==> src/hdl/cbmf_div.sv <==
module cbmf_div #(
    parameter int NW = 26,
    parameter int DW = 10
) (
    input  logic          aclk,
    input  logic          aresetn,
    input  logic          start,
    input  logic [NW-1:0] dividend,
    input  logic [DW-1:0] divisor,
    output logic          done,
    output logic [NW-1:0] quotient
);

    localparam int SCW = $clog2(NW + 1);

    logic            busy_reg, busy_next;
    logic            done_reg, done_next;
    logic [SCW-1:0]  step_reg, step_next;
    logic [NW-1:0]   dvd_reg, dvd_next;
    logic [DW-1:0]   rem_reg, rem_next;
    logic [DW:0]     rem_sh;
    logic [DW:0]     rem_sub;

    assign rem_sh  = {rem_reg, dvd_reg[NW-1]};
    assign rem_sub = rem_sh - {1'b0, divisor};

    always_comb begin
        busy_next = busy_reg;
        done_next = 1'b0;
        step_next = step_reg;
        dvd_next  = dvd_reg;
        rem_next  = rem_reg;
        if (start) begin
            busy_next = 1'b1;
            step_next = SCW'(NW);
            dvd_next  = dividend;
            rem_next  = '0;
        end else if (busy_reg) begin
            // restoring step, quotient bits shift in at the bottom
            if (rem_sh >= {1'b0, divisor}) begin
                rem_next = rem_sub[DW-1:0];
                dvd_next = {dvd_reg[NW-2:0], 1'b1};
            end else begin
                rem_next = rem_sh[DW-1:0];
                dvd_next = {dvd_reg[NW-2:0], 1'b0};
            end
            step_next = step_reg - 1'b1;
            if (step_reg == SCW'(1)) begin
                busy_next = 1'b0;
                done_next = 1'b1;
            end
        end
    end

    always_ff @(posedge aclk) begin
        if (!aresetn) begin
            busy_reg <= 1'b0;
            done_reg <= 1'b0;
            step_reg <= '0;
        end else begin
            busy_reg <= busy_next;
            done_reg <= done_next;
            step_reg <= step_next;
        end
        dvd_reg <= dvd_next;
        rem_reg <= rem_next;
    end

    assign done     = done_reg;
    assign quotient = dvd_reg;

endmodule

==> config.mk <==
export PLATFORM = sky130hd
export DESIGN_NAME = cbmf_div
export DESIGN_NICKNAME = d
export VERILOG_FILES = /design/src/hdl/cbmf_div.sv
export SDC_FILE = /design/constraint.sdc
export NUM_CORES = 1
export LEC_CHECK = 0
export BUFFER_PORTS_ARGS = -buffer_cell sky130_fd_sc_hd__buf_2
export CAP_MARGIN = 30
export CORE_ASPECT_RATIO = 0.5
export CORE_MARGIN = 4
export CORE_UTILIZATION = 49
export CTS_BUF_LIST = sky130_fd_sc_hd__clkbuf_2 sky130_fd_sc_hd__clkbuf_4 sky130_fd_sc_hd__clkbuf_8
export DETAILED_ROUTE_END_ITERATION = 16
export PLACE_DENSITY = 0.76
export SYNTH_ARGS = -nofsm -noshare
export SYNTH_HDL_FRONTEND = slang
export SYNTH_SLANG_ARGS = --single-unit
==> constraint.sdc <==
create_clock -name aclk -period 2.4 [get_ports aclk]
set_clock_uncertainty 0.1 [all_clocks]
set_input_delay 0.48 -clock aclk [delete_from_list [all_inputs] [get_ports aclk]]
set_output_delay 0.48 -clock aclk [all_outputs]
set_load 0.03 [all_outputs]
Word-level counts from Yosys, hierarchy flattened
Index checks and enable logic that the tools add are counted.
- latch bits: 0
- memories kept: 0
- bits in writable memories: 0
- flip-flop bits (word level): 43
- memory bits (read-only): 0
- multiply operators: 0
- $add $sub $neg: 2
- div/mod/pow operators: 0
- shift operators: 0
- $lt $le $gt $ge: 1
- equality and inequality tests: 1
- bitwise operators: 2
- reduce and logical (&&, ||, !) cells: 3
- muxes and demuxes: 10
- operators with widths (operator ; number):
    $mux 26 ; 2
    $ge 11x10->1 ; 1
    $mux 10 ; 1
    $mux 5 ; 2
    $sub 10x10->10 ; 1
    $eq 5x1->1 const B ; 1
    $mux 1 ; 5
    $sub 5x1->5 const B ; 1
    $reduce_or 3->1 ; 1
    $not 1->1 ; 2
    $reduce_bool 2->1 ; 1
    $reduce_or 2->1 ; 1

Depth between registers and ports, before layout
Gate-level depths: netlist (run 1).
- word-level depth: 4
- depth in mapped cells: 9
- gate-level depth less buffers: 9

Least setup slack after synthesis (run 1)
No wires, ideal clock.
- path kind: input port to flip-flop
- start: input divisor[8]
- end: register dvd_reg[0], in the netlist quotient[0] (data pin)
- slack: -8 ps
- required time: 2040 ps
- library setup time: 260 ps
- stages on the path: 7
- data arrival time: 2048 ps
- cells stage by stage: inv_1 -> ha_1 -> a21o_1 -> a2111oi_4 -> buf_4 -> nand2_1 -> mux2_2
- word-level cells in the longest chain between the ends: 4
- RTL lines (what ; RTL line ; text):
    start: declaration ; 9 ; input logic [DW-1:0] divisor,
    $ge 11x10->1 ; 40 ; if (rem_sh >= {1'b0, divisor}) begin
    $mux 1 ; 40 ;
    $mux 26 ; 38 ; end else if (busy_reg) begin
    $mux 26 ; 33 ; if (start) begin
    named net dvd_next[0] ; 19 ; logic [NW-1:0] dvd_reg, dvd_next;
    end signal: assignment ; 65 ; dvd_reg <= dvd_next;
    end: declaration ; 19 ;
The timed path passes the listed nets, and every way through them passes these cells. The select of a mux whose other input is x is not followed.
A chain may end at the register's enable or synchronous reset.

Final worst setup path (run 1)
- start: register rem_reg[3]
- end: register rem_reg[3]
- word-level cells in the longest chain between the ends: 2
- RTL lines (what ; RTL line ; text):
    start: declaration ; 20 ; logic [DW-1:0] rem_reg, rem_next;
    start signal: assignment ; 66 ; rem_reg <= rem_next;
    $ge 11x10->1 ; 40 ;
    $mux 10 ; 40 ;
No other way between the ends.

==> summary.txt, run 1 <==
Pwr
  – Overall Power: 0.002032 W
  – P_leak: 1.344 nW
  – Pwr Density: 666.1 mW/mm^2
  – Peak supply drop: approximately 0.00035 V

Global routing
  – Largest net degree at the start of global routing: 27
  – Remaining Overflow, GRT: 0
  – Number of global-route vias before repair: approximately 2000
  – First-pass GRT wire length: 9.039 mm
  – Initial antenna violation count: 0
  – GRT Overall Usage: 0.1802

Critical path
  – Crit-path max FO: 7
  – Worst r2r src: rem_reg[3]$_SDFFE_PP0P_
  – Crit path DAT: approximately 2.3 ns
  – Worst Setup SP: rem_reg[3]$_SDFFE_PP0P_
  – Crit. End Element: register
  – WS Path Type: register to register
  – Reg2Reg Setup Slack: 0.20 ns
  – Req. time, crit path: 2.49 ns
  – Setup crit start kind: register

Yosys
  – Post-synth EDFFs: 26
  – Seq/Total Area, Yosys: 0.4611
  – FF+latch count, synth: 43
  – Post-Synth XOR/XNOR Area: 0.02882
  – Syn nets: 277
  – Synthesized area: 0.002431 sq mm
  – Most used DFF post-synth: edfxtp_1
  – Top cells by area in the synthesized netlist: edfxtp_1 32%, dfxtp_1 14%, mux2_2 12%
  – Cell taking the most area after synthesis: edfxtp_1
  – Largest family of logic cells by synthesized area: simple AND/OR/NAND/NOR gates
  – Post-synthesis mux area share: 0.1287
  – Adder-cell share of the synthesized area: 0.06999
  – Mean Syn Cell Area: 10.80 sq um
  – Top-area cell type share of the netlist area: 0.3212
  – Synth Instances: 225
  – Synth Area in Simple Gates: 0.1487
  – Ys Warns: 0
  – Netlist cell types: 49
  – Compound-gate portion of the synthesized area: 0.1163
  – Async S/R FF share, synth: 0

Cells and area
  – Fill cells: 374
  – Core Util, Final: 0.6639
  – Max reg flops: 26
  – Layout cell share with drive strength beyond 1: 0.4007
  – P&R area growth vs syn: 25.48%
  – N_diodes: 0
  – # nets final: 358

Floorplanning
  – Row count: 17
  – Full die area: 0.006221 sq mm
  – # IOs: 66
  – Die Span X: 107.6 microns
  – Die Height: just under 60 microns
  – Core Area: ~0.0046 sq mm
  – Starting density of the core: 0.5291

Placement
  – Dpl hpwl: 4.207 mm
  – Placer Congestion: approximately 0.86
  – Post-Place Setup Slack: -0.03374 ns
  – Port buffer count: 65

CTS
  – Sink Count: 43
  – Clk buf depth: 2
  – Setup Fix Bufs, Post-CTS: 0
  – Clk_lat worst skew: ~0.29 ns
  – Worst-path clk slew: 0.08 ns
  – H-tree lvl count: 2
  – CTS root buf: clkbuf_8
  – CTS buffer count: 5
  – CTS tree: done

Timing
  – Setup slack after layout: approximately 0.20 ns
  – F_max: 455.3 MHz
  – Final Slew Violations: 0
  – Minimum clock period: 2.197 ns
  – Fin. Hold Viols: 0
  – Setup violations, final: 0
  – RSZ-0062 raised after global routing: no
  – Relative slew slack: 0.6584
  – Post-route clock period utilization: 0.9152
  – Least-Margin Pin Slew: 0.5105 ns

Route
  – WL final: 5.468 mm
  – DR DRC count: 0
  – Detail Route Antenna Nets: 0
  – DR vias: 2031
  – Drt via density: 5.445
  – First-pass DRT Iterations: 4
  – Wirelength per Cell: 14.66 microns
  – DRT iter0 DRCs: 88

Outcome
  – Outcome: completed

Min path
  – Hold path startpoint: aresetn
  – Hold WC Path Type: input port to register

Flow run
  – Reported max-cap violation count: 0
## kinds of logic (layout without fill, tap and decap cells)
logic type      count (synthesis)  count (layout)
mux                            28              28
xor+xnor                        8               8
flops                          43              43
compound gates                 36              36
fa+ha+maj                      13              13
simple gates                   69              69
buf+inv                        28             110
## cells in the mapped netlist, drive strengths merged, types with 3 or more instances
cell / count
o21ai: 4
nand2: 13
clkbuf: 5
nand2b: 4
xnor2: 4
nor4: 4
mux2: 26
nand4: 7
nor2: 23
edfxtp: 26
dfxtp: 17
a311oi: 3
xor2: 4
a21oi: 9
inv: 18
nand3: 5
nor3: 4
ha: 12
buf: 5
## final cells by class
type | count | area, sq um | share of cell area
Clock buffer | 5 | 68.82 | 0.02256
Clock inverter | 3 | 42.54 | 0.01395
Inverter | 18 | 67.56 | 0.02215
Multi-Input combinational cell | 154 | 1200 | 0.3934
Sequential cell | 43 | 1121 | 0.3675
Tap cell | 66 | 82.58 | 0.02707
Timing Repair Buffer | 84 | 467.9 | 0.1534
## per-layer routing
layer,part of all wire,global-route usage,vias up,wire length [microns]
met5,0,0,-,0
met4,0.0066,0.04856,0,36
met3,0.068,0.06007,6,370
met2,0.50,0.3118,69,2714
met1,0.43,0.2184,964,2348
li1,-,-,992,-
## through the flow
| stage | cells | hold WS [ns] | setup TNS [ns] | area [sq um] |
|---|---|---|---|---|
| 2_1_floorplan | 225 | 0.3649 | 0 | 2431 |
| 3_3_place_gp | 365 | 0.3876 | 0 | 2937 |
| 3_5_place_dp | 365 | 0.3995 | -0.03902 | 2937 |
| 4_1_cts | 373 | 0.3532 | 0 | 3048 |
| 5_1_grt | 373 | 0.3588 | 0 | 3050 |
| 6_report | 373 | 0.3587 | 0 | 3050 |
## path summary, 6_finish.rpt
| kind | endpoint | depth (start not counted) |
|---|---|---|
| hold / removal | step_reg[2]$_SDFFE_PP0P_ | 3 |
| setup / recovery | rem_reg[3]$_SDFFE_PP0P_ | 8 |
| setup reg to reg | rem_reg[3]$_SDFFE_PP0P_ | 8 |
| hold reg to reg | rem_reg[8]$_SDFFE_PP0P_ | 2 |
## where the power goes
group	leakage (nW)	internal (W)	switching, W	total (W)
Sequential	0.402	0.000867	0.0000431	0.000910
Clock	0.0562	0.000310	0.000253	0.000564
Combinational	0.886	0.000232	0.000326	0.000558
Total	1.34	0.00141	0.000623	0.00203
## placed cells by master (no fill, tap or decap), types with 2 or more instances in the layout
| cell type | n |
|---|---|
| inv_1 | 18 |
| xnor2_1 | 4 |
| a211o_1 | 2 |
| edfxtp_1 | 26 |
| a31oi_1 | 2 |
| o311ai_0 | 2 |
| o21ai_0 | 3 |
| nor3_1 | 3 |
| a21o_1 | 2 |
| nand3_1 | 5 |
| buf_4 | 19 |
| dfxtp_1 | 17 |
| buf_2 | 65 |
| nand4_1 | 6 |
| clkbuf_8 | 5 |
| mux2_2 | 26 |
| nand2_1 | 13 |
| and3_1 | 2 |
| a21oi_1 | 9 |
| xor2_1 | 4 |
| a311oi_1 | 3 |
| ha_1 | 12 |
| mux2i_1 | 2 |
| nand4b_1 | 2 |
| nand2b_1 | 4 |
| nor2_1 | 23 |
| nor4_1 | 4 |
## critical path: stages (launching register included)
cell and delay (ns):
dfxtp_1 0.34, ha_1 0.36, a21oi_1 0.21, nand3_1 0.14
o21ai_1 0.26, buf_4 0.20, buf_4 0.14, nand3_1 0.08
a311oi_1 0.28
## timing repair
action / 4_1_cts / 5_1_grt
gates resized for setup: 0 / 1
hold buffers: 0 / 0
endpoints found under the setup margin: 0 / 1
No activity file was read; power rests on OpenSTA's default activity.
==> run 2, diff against run 1 <==
Settings changed: PLACE_DENSITY 0.76 to default, PLACE_DENSITY_LB_ADDON from default to 0.25.
==> run 2 against run 1 <==
- utilization increased by 0.38 points
- highest routed layer unchanged
- worst setup slack got worse by 0.066 ns
- via count decreased by 0.79%
- combinational power increased by 0.9%
- critical path type unchanged
- hold slack got worse by 0.015 ns
- die area unchanged
- wire length increased by 2.4%
- final cell count increased by 0.27%
- largest power group unchanged
- first-iteration DRC count decreased by 14%
==> summary.txt, run 2 (synthesized netlist as in run 1, its figures left out) <==
Outcome
  – Outcome: completed

CTS
  – CTS buffer count: 5
  – CTS tree: done
  – H-tree lvl count: 2
  – Clk buf depth: 2
  – Worst-path clk slew: 0.09 ns
  – Sink Count: 43
  – Clk_lat worst skew: around 0.3 ns
  – CTS root buf: clkbuf_8

Global routing
  – Largest net degree at the start of global routing: 29
  – First-pass GRT wire length: 9.094 mm
  – Initial antenna violation count: 0
  – Remaining Overflow, GRT: 0
  – GRT Overall Usage: 0.1837
  – Number of global-route vias before repair: 1994

Timing
  – RSZ-0062 raised after global routing: no
  – Relative slew slack: 0.6263
  – Post-route clock period utilization: 0.9428
  – Total negative setup slack: 0 ns
  – Fin. Hold Viols: 0
  – Least-Margin Pin Slew: 0.5585 ns
  – Setup violations, final: 0
  – Minimum clock period: 2.263 ns
  – Final Slew Violations: 0
  – F_max: 441.9 MHz

Min path
  – Hold path startpoint: aresetn
  – Hold Path Depth: 3
  – Worst Hold Path EP: step_reg[0]$_SDFFE_PP0P_
  – Hold WC Path Type: input port to register

Flow run
  – Reported max-cap violation count: 0

Critical path
  – Req. time, crit path: 2.51 ns
  – Worst Setup SP: quotient[25]$_DFFE_PP_
  – Worst R2R End: rem_reg[8]$_SDFFE_PP0P_
  – Crit-path max FO: 3
  – Crit path DAT: about 2.4 ns
  – Setup crit start kind: register
  – Worst r2r src: quotient[25]$_DFFE_PP_
  – Reg2Reg Setup Slack: 0.14 ns
  – R2r worst-path depth: 9
  – WS Path Type: register to register
  – Crit. End Element: register

Route
  – DR DRC count: 0
  – Drt via density: 5.388
  – First-pass DRT Iterations: 4
  – Wirelength per Cell: 14.97 microns
  – WL final: 5.597 mm
  – Detail Route Antenna Nets: 0
  – DRT iter0 DRCs: 76
  – DR vias: 2015

Floorplanning
  – Full die area: between 0.006 and 0.007 sq mm
  – Die Height: ~58 microns
  – Core Area: 0.004594 sq mm
  – Starting density of the core: 0.5291
  – # IOs: 66
  – Row count: 17
  – Die Span X: ~110 microns

Pwr
  – P_leak: 1.352 nW
  – Comb pwr share: 0.273
  – Switching part of the total: 0.3129
  – Peak supply drop: 0.0003471 V
  – Pwr Density: 672.5 mW/mm^2
  – Int Power: ~0.0014 W
  – Clk pwr share: 0.285
  – Flop pwr share: 0.442
  – Net switching power: around 0.00065 W

Cells and area
  – Max reg flops: 26
  – Fill cells: 379
  – Commonest non-fill, non-tap cell in the layout: buf_2
  – N_diodes: 0
  – P&R area growth vs syn: 26.20%
  – # nets final: 359
  – Most frequent cells in the layout: 65 x buf_2, 26 x mux2_2, 26 x edfxtp_1
  – Post-Layout Cell Count: 374
  – Layout cell share with drive strength beyond 1: 0.4091

Placement
  – Dpl hpwl: 4.206 mm
  – Placed cell count: 366
  – Port buffer count: 65
  – Placer Congestion: 0.8955
run 2: changes by cell type in the layout (fill, tap and decap cells not counted), sizes merged:
cell	change
buf	+1
run 2: power by group through the flow:
| stage | Sequential, W | Clock [W] | Combinational, W |
|---|---|---|---|
| after floorplan | 0.00102 | 0 | 0.000281 |
| after global placement | 0.000925 | 0 | 0.000544 |
| after detailed placement | 0.000928 | 0 | 0.000555 |
| after CTS | 0.000912 | 0.000606 | 0.000559 |
| after global routing | 0.000920 | 0.000641 | 0.000607 |
| final | 0.000912 | 0.000588 | 0.000563 |
run 2: routing by layer:
layer	global-route usage	vias up	wire length, microns
li1	-	995	-
met1	0.2214	945	2410
met2	0.3118	67	2734
met3	0.04672	8	362
met4	0.08813	0	90
met5	0	-	0
run 2: layout make-up:
type                    count  area (sq um)  share of cell area
multi-input cells         154          1205              0.3927
flip-flops and latches     43          1121              0.3654
repair buffers             85         475.5              0.1550
well taps                  66         82.58             0.02692
clock buffers               5         68.82             0.02243
inverters                  18         67.56             0.02202
clock inverters             3         47.55             0.01550
run 2: how the worst max path moves through the flow:
| stage | endpoint | slack [ns] | depth (start not counted) |
|---|---|---|---|
| after floorplan | quotient[0]$_DFFE_PP_ | 0.05 | 7 |
| after global placement | rem_reg[9]$_SDFFE_PP0P_ | -0.003 | 8 |
| after detailed placement | rem_reg[4]$_SDFFE_PP0P_ | -0.11 | 8 |
| after CTS | rem_reg[8]$_SDFFE_PP0P_ | 0.05 | 9 |
| after global routing | rem_reg[6]$_SDFFE_PP0P_ | 0.03 | 8 |
| final | rem_reg[8]$_SDFFE_PP0P_ | 0.14 | 9 |
run 2: critical path, stage by stage (launching register included):
cell	delay, ns
edfxtp_1	0.42
inv_1	0.08
ha_1	0.15
inv_1	0.05
fa_2	0.35
nand3_2	0.10
a21oi_1	0.08
o31a_1	0.29
a211o_1	0.28
a311oi_1	0.27
run 2: timing repair:
action | CTS | global route
setup endpoints to repair | 0 | 2
gates resized for setup | 0 | 3
setup buffers | 0 | 0
hold endpoints to repair | 0 | 0
hold buffers | 0 | 0
run 2: per-stage QoR:
stage               worst slack [ns]  hold WS [ns]  area (sq um)    util  total power (W)
floorplan                    0.04504        0.3649          2431       -         0.001299
global placement           -0.002678        0.3951          2944  0.6408         0.001470
detailed placement           -0.1065        0.4017          2944  0.6408         0.001483
CTS                          0.04885        0.3372          3060  0.6661         0.002077
global route                 0.02973        0.3544          3068  0.6678         0.002169
finish                        0.1372        0.3438          3068  0.6678         0.002063
==> run 3, diff against run 2 <==
Settings changed: BUFFER_PORTS_ARGS -buffer_cell sky130_fd_sc_hd__buf_2 to -buffer_cell sky130_fd_sc_hd__buf_4, PLACE_DENSITY_LB_ADDON 0.25 to 0.1.
==> run 3 against run 2 <==
- utilization increased by 3.6 points
- worst setup slack improved by 0.052 ns
- critical path depth unchanged
- sequential share of layout area decreased by 1.9 points
- combinational power grew 8.0%
- non-clock buffer count is 1 lower
==> summary.txt, run 3 (synthesized netlist as in run 1, its figures left out) <==
Cells and area
  – Commonest non-fill, non-tap cell in the layout: buf_4
  – # nets final: 358
  – Post-Layout Cell Count: 373
  – Layout cell share with drive strength beyond 1: 0.4072
  – Fill cells: 360
  – Max reg flops: 26
  – N_diodes: 0
  – P&R area growth vs syn: 32.94%
  – Most frequent cells in the layout: 83 x buf_4, 26 x mux2_2, 26 x edfxtp_1

Min path
  – Hold WC Path Type: input port to register
  – Hold path startpoint: aresetn
  – Worst Hold Path EP: step_reg[2]$_SDFFE_PP0P_
  – Hold Path Depth: 3

Pwr
  – Peak supply drop: 0.0004009 V
  – Comb pwr share: 0.292
  – P_leak: approximately 1.4 nW
  – Pwr Density: about 640 mW/mm^2
  – Switching part of the total: 0.3008
  – Int Power: 0.001456 W
  – Net switching power: ~0.00063 W
  – Flop pwr share: 0.440
  – Clk pwr share: 0.268

Placement
  – Port buffer count: 65
  – Post-Place Setup Slack: -0.03087 ns
  – Dpl hpwl: 4.301 mm
  – Placed cell count: 364
  – Placer Congestion: 0.8462

Timing
  – Relative slew slack: 0.6873
  – Setup violations, final: 0
  – RSZ-0062 raised after global routing: no
  – Fin. Hold Viols: 0
  – Post-route clock period utilization: 0.9211
  – F_max: approximately 450 MHz
  – Least-Margin Pin Slew: 0.4690 ns
  – Setup slack after layout: 0.1893 ns
  – Final Slew Violations: 0
  – Minimum clock period: between 2 and 2.5 ns

Critical path
  – WS Path Type: register to register
  – Setup crit start kind: register
  – Ordered list of cells on the worst path: inv_1, ha_1, inv_1, fa_2, nand3_2, a21oi_1, o31a_1, a211o_1, a311oi_1
  – Critical Path Most Common Cell: inv_1
  – Critical path's slowest cell: edfxtp_1
  – Reg2Reg Setup Slack: 0.19 ns
  – R2r worst-path depth: 9
  – Crit. End Element: register
  – Critical Path Max Stage Delay: 0.41 ns
  – Crit path DAT: 2.31 ns
  – Worst r2r src: quotient[25]$_DFFE_PP_
  – Crit-path max FO: 3
  – Worst R2R End: rem_reg[8]$_SDFFE_PP0P_
  – Req. time, crit path: 2.50 ns

Route
  – Wirelength per Cell: 15.29 microns
  – Drt via density: roughly 5.4
  – First-pass DRT Iterations: 4
  – DRT iter0 DRCs: 83
  – DR DRC count: 0
  – Detail Route Antenna Nets: 0
  – DR vias: 2002
  – WL final: 5.703 mm

Global routing
  – Remaining Overflow, GRT: 0
  – GR peak layer: met2
  – Number of global-route vias before repair: about 2000
  – Initial antenna violation count: 0
  – Grt met3 use: 0.06563
  – GRT met1 Usage: 0.2242
  – Met2 Use GR: 0.3313
  – GRT Overall Usage: 0.1866
  – First-pass GRT wire length: 9.259 mm
  – Largest net degree at the start of global routing: 40

Floorplanning
  – # IOs: 66
  – Die Height: 57.81 microns
  – Row count: 17
  – Starting density of the core: 0.5291
  – Die Span X: 107.6 microns
  – Full die area: 0.006221 sq mm
  – Core Area: 0.004594 sq mm

CTS
  – Worst-path clk slew: 0.08 ns
  – CTS root buf: clkbuf_8
  – # hold bufs at CTS: 0
  – Sink Count: 43
  – H-tree lvl count: 2
  – CTS tree: done
  – CTS buffer count: 5
  – Clk_lat worst skew: around 0.29 ns
  – Clk buf depth: 2

Outcome
  – Outcome: completed

Flow run
  – Reported max-cap violation count: 0
==> run 3: cell types whose count changed in the layout (fill, tap and decap cells not counted) <==
cell,change
clkinv_2,+1
buf_2,-65
buf_12,+1
o311ai_0,+1
inv_6,-1
o311ai_1,-1
buf_4,+63
==> run 3: layer usage <==
| layer | share of wire | wire length [microns] | vias to the layer above |
|---|---|---|---|
| met5 | 0 | 0 | - |
| met4 | 0.0023 | 13 | 0 |
| met3 | 0.067 | 380 | 3 |
| met2 | 0.49 | 2810 | 55 |
| met1 | 0.44 | 2498 | 958 |
| li1 | - | - | 986 |
==> run 3: final cells by class <==
class,instances,area (sq um),share of cell area
multi-input cells,154,1205,0.3728
flip-flops and latches,43,1121,0.3469
repair buffers,84,643.1,0.1990
well taps,66,82.58,0.02555
clock buffers,5,68.82,0.02129
inverters,18,67.56,0.02091
clock inverters,3,43.79,0.01355
==> run 3: through the flow <==
stage	TNS (ns)	total power (W)	hold slack [ns]	area (sq um)	utilization
6_report	0	0.002082	0.3555	3232	0.7034
5_1_grt	0	0.002198	0.3556	3232	0.7034
4_1_cts	0	0.002088	0.3471	3217	0.7002
3_5_place_dp	-0.04601	0.001529	0.4055	3104	0.6757
3_3_place_gp	0	0.001515	0.4009	3104	0.6757
2_1_floorplan	0	0.001299	0.3649	2431	-
==> run 3: power by group through the flow <==
stage	Sequential, W	Clock, W	Combinational, W
6_report	0.000916	0.000558	0.000608
5_1_grt	0.000925	0.000616	0.000657
4_1_cts	0.000916	0.000570	0.000602
3_5_place_dp	0.000931	0	0.000599
3_3_place_gp	0.000928	0	0.000587
2_1_floorplan	0.00102	0	0.000281
==> run 3: worst max-delay path by stage <==
stage	from	endpoint	slack, ns	cells past startpoint
2_1_floorplan	divisor[8]	quotient[0]$_DFFE_PP_	0.05	7
3_3_place_gp	divisor[4]	quotient[0]$_DFFE_PP_	0.01	8
3_5_place_dp	divisor[5]	rem_reg[9]$_SDFFE_PP0P_	-0.03	8
4_1_cts	quotient[25]$_DFFE_PP_	rem_reg[8]$_SDFFE_PP0P_	0.09	9
5_1_grt	quotient[25]$_DFFE_PP_	rem_reg[8]$_SDFFE_PP0P_	0.05	9
6_report	quotient[25]$_DFFE_PP_	rem_reg[8]$_SDFFE_PP0P_	0.19	9
==> run 3: what timing repair did <==
action,CTS,global route
gates resized for setup,0,2
endpoints found under the setup margin,0,1
setup buffers,0,1
endpoints found under the hold margin,0,0
==> run 3: worst max-delay path: cells and delay by family (launching register included) <==
| kind | cells | cell delay [ns] |
|---|---|---|
| AOI/OAI and AO/OA | 4 | 0.87 |
| adders and majority gates | 2 | 0.51 |
| buffers and inverters | 2 | 0.13 |
| DFF | 1 | 0.41 |
| and+or+nand+nor | 1 | 0.10 |
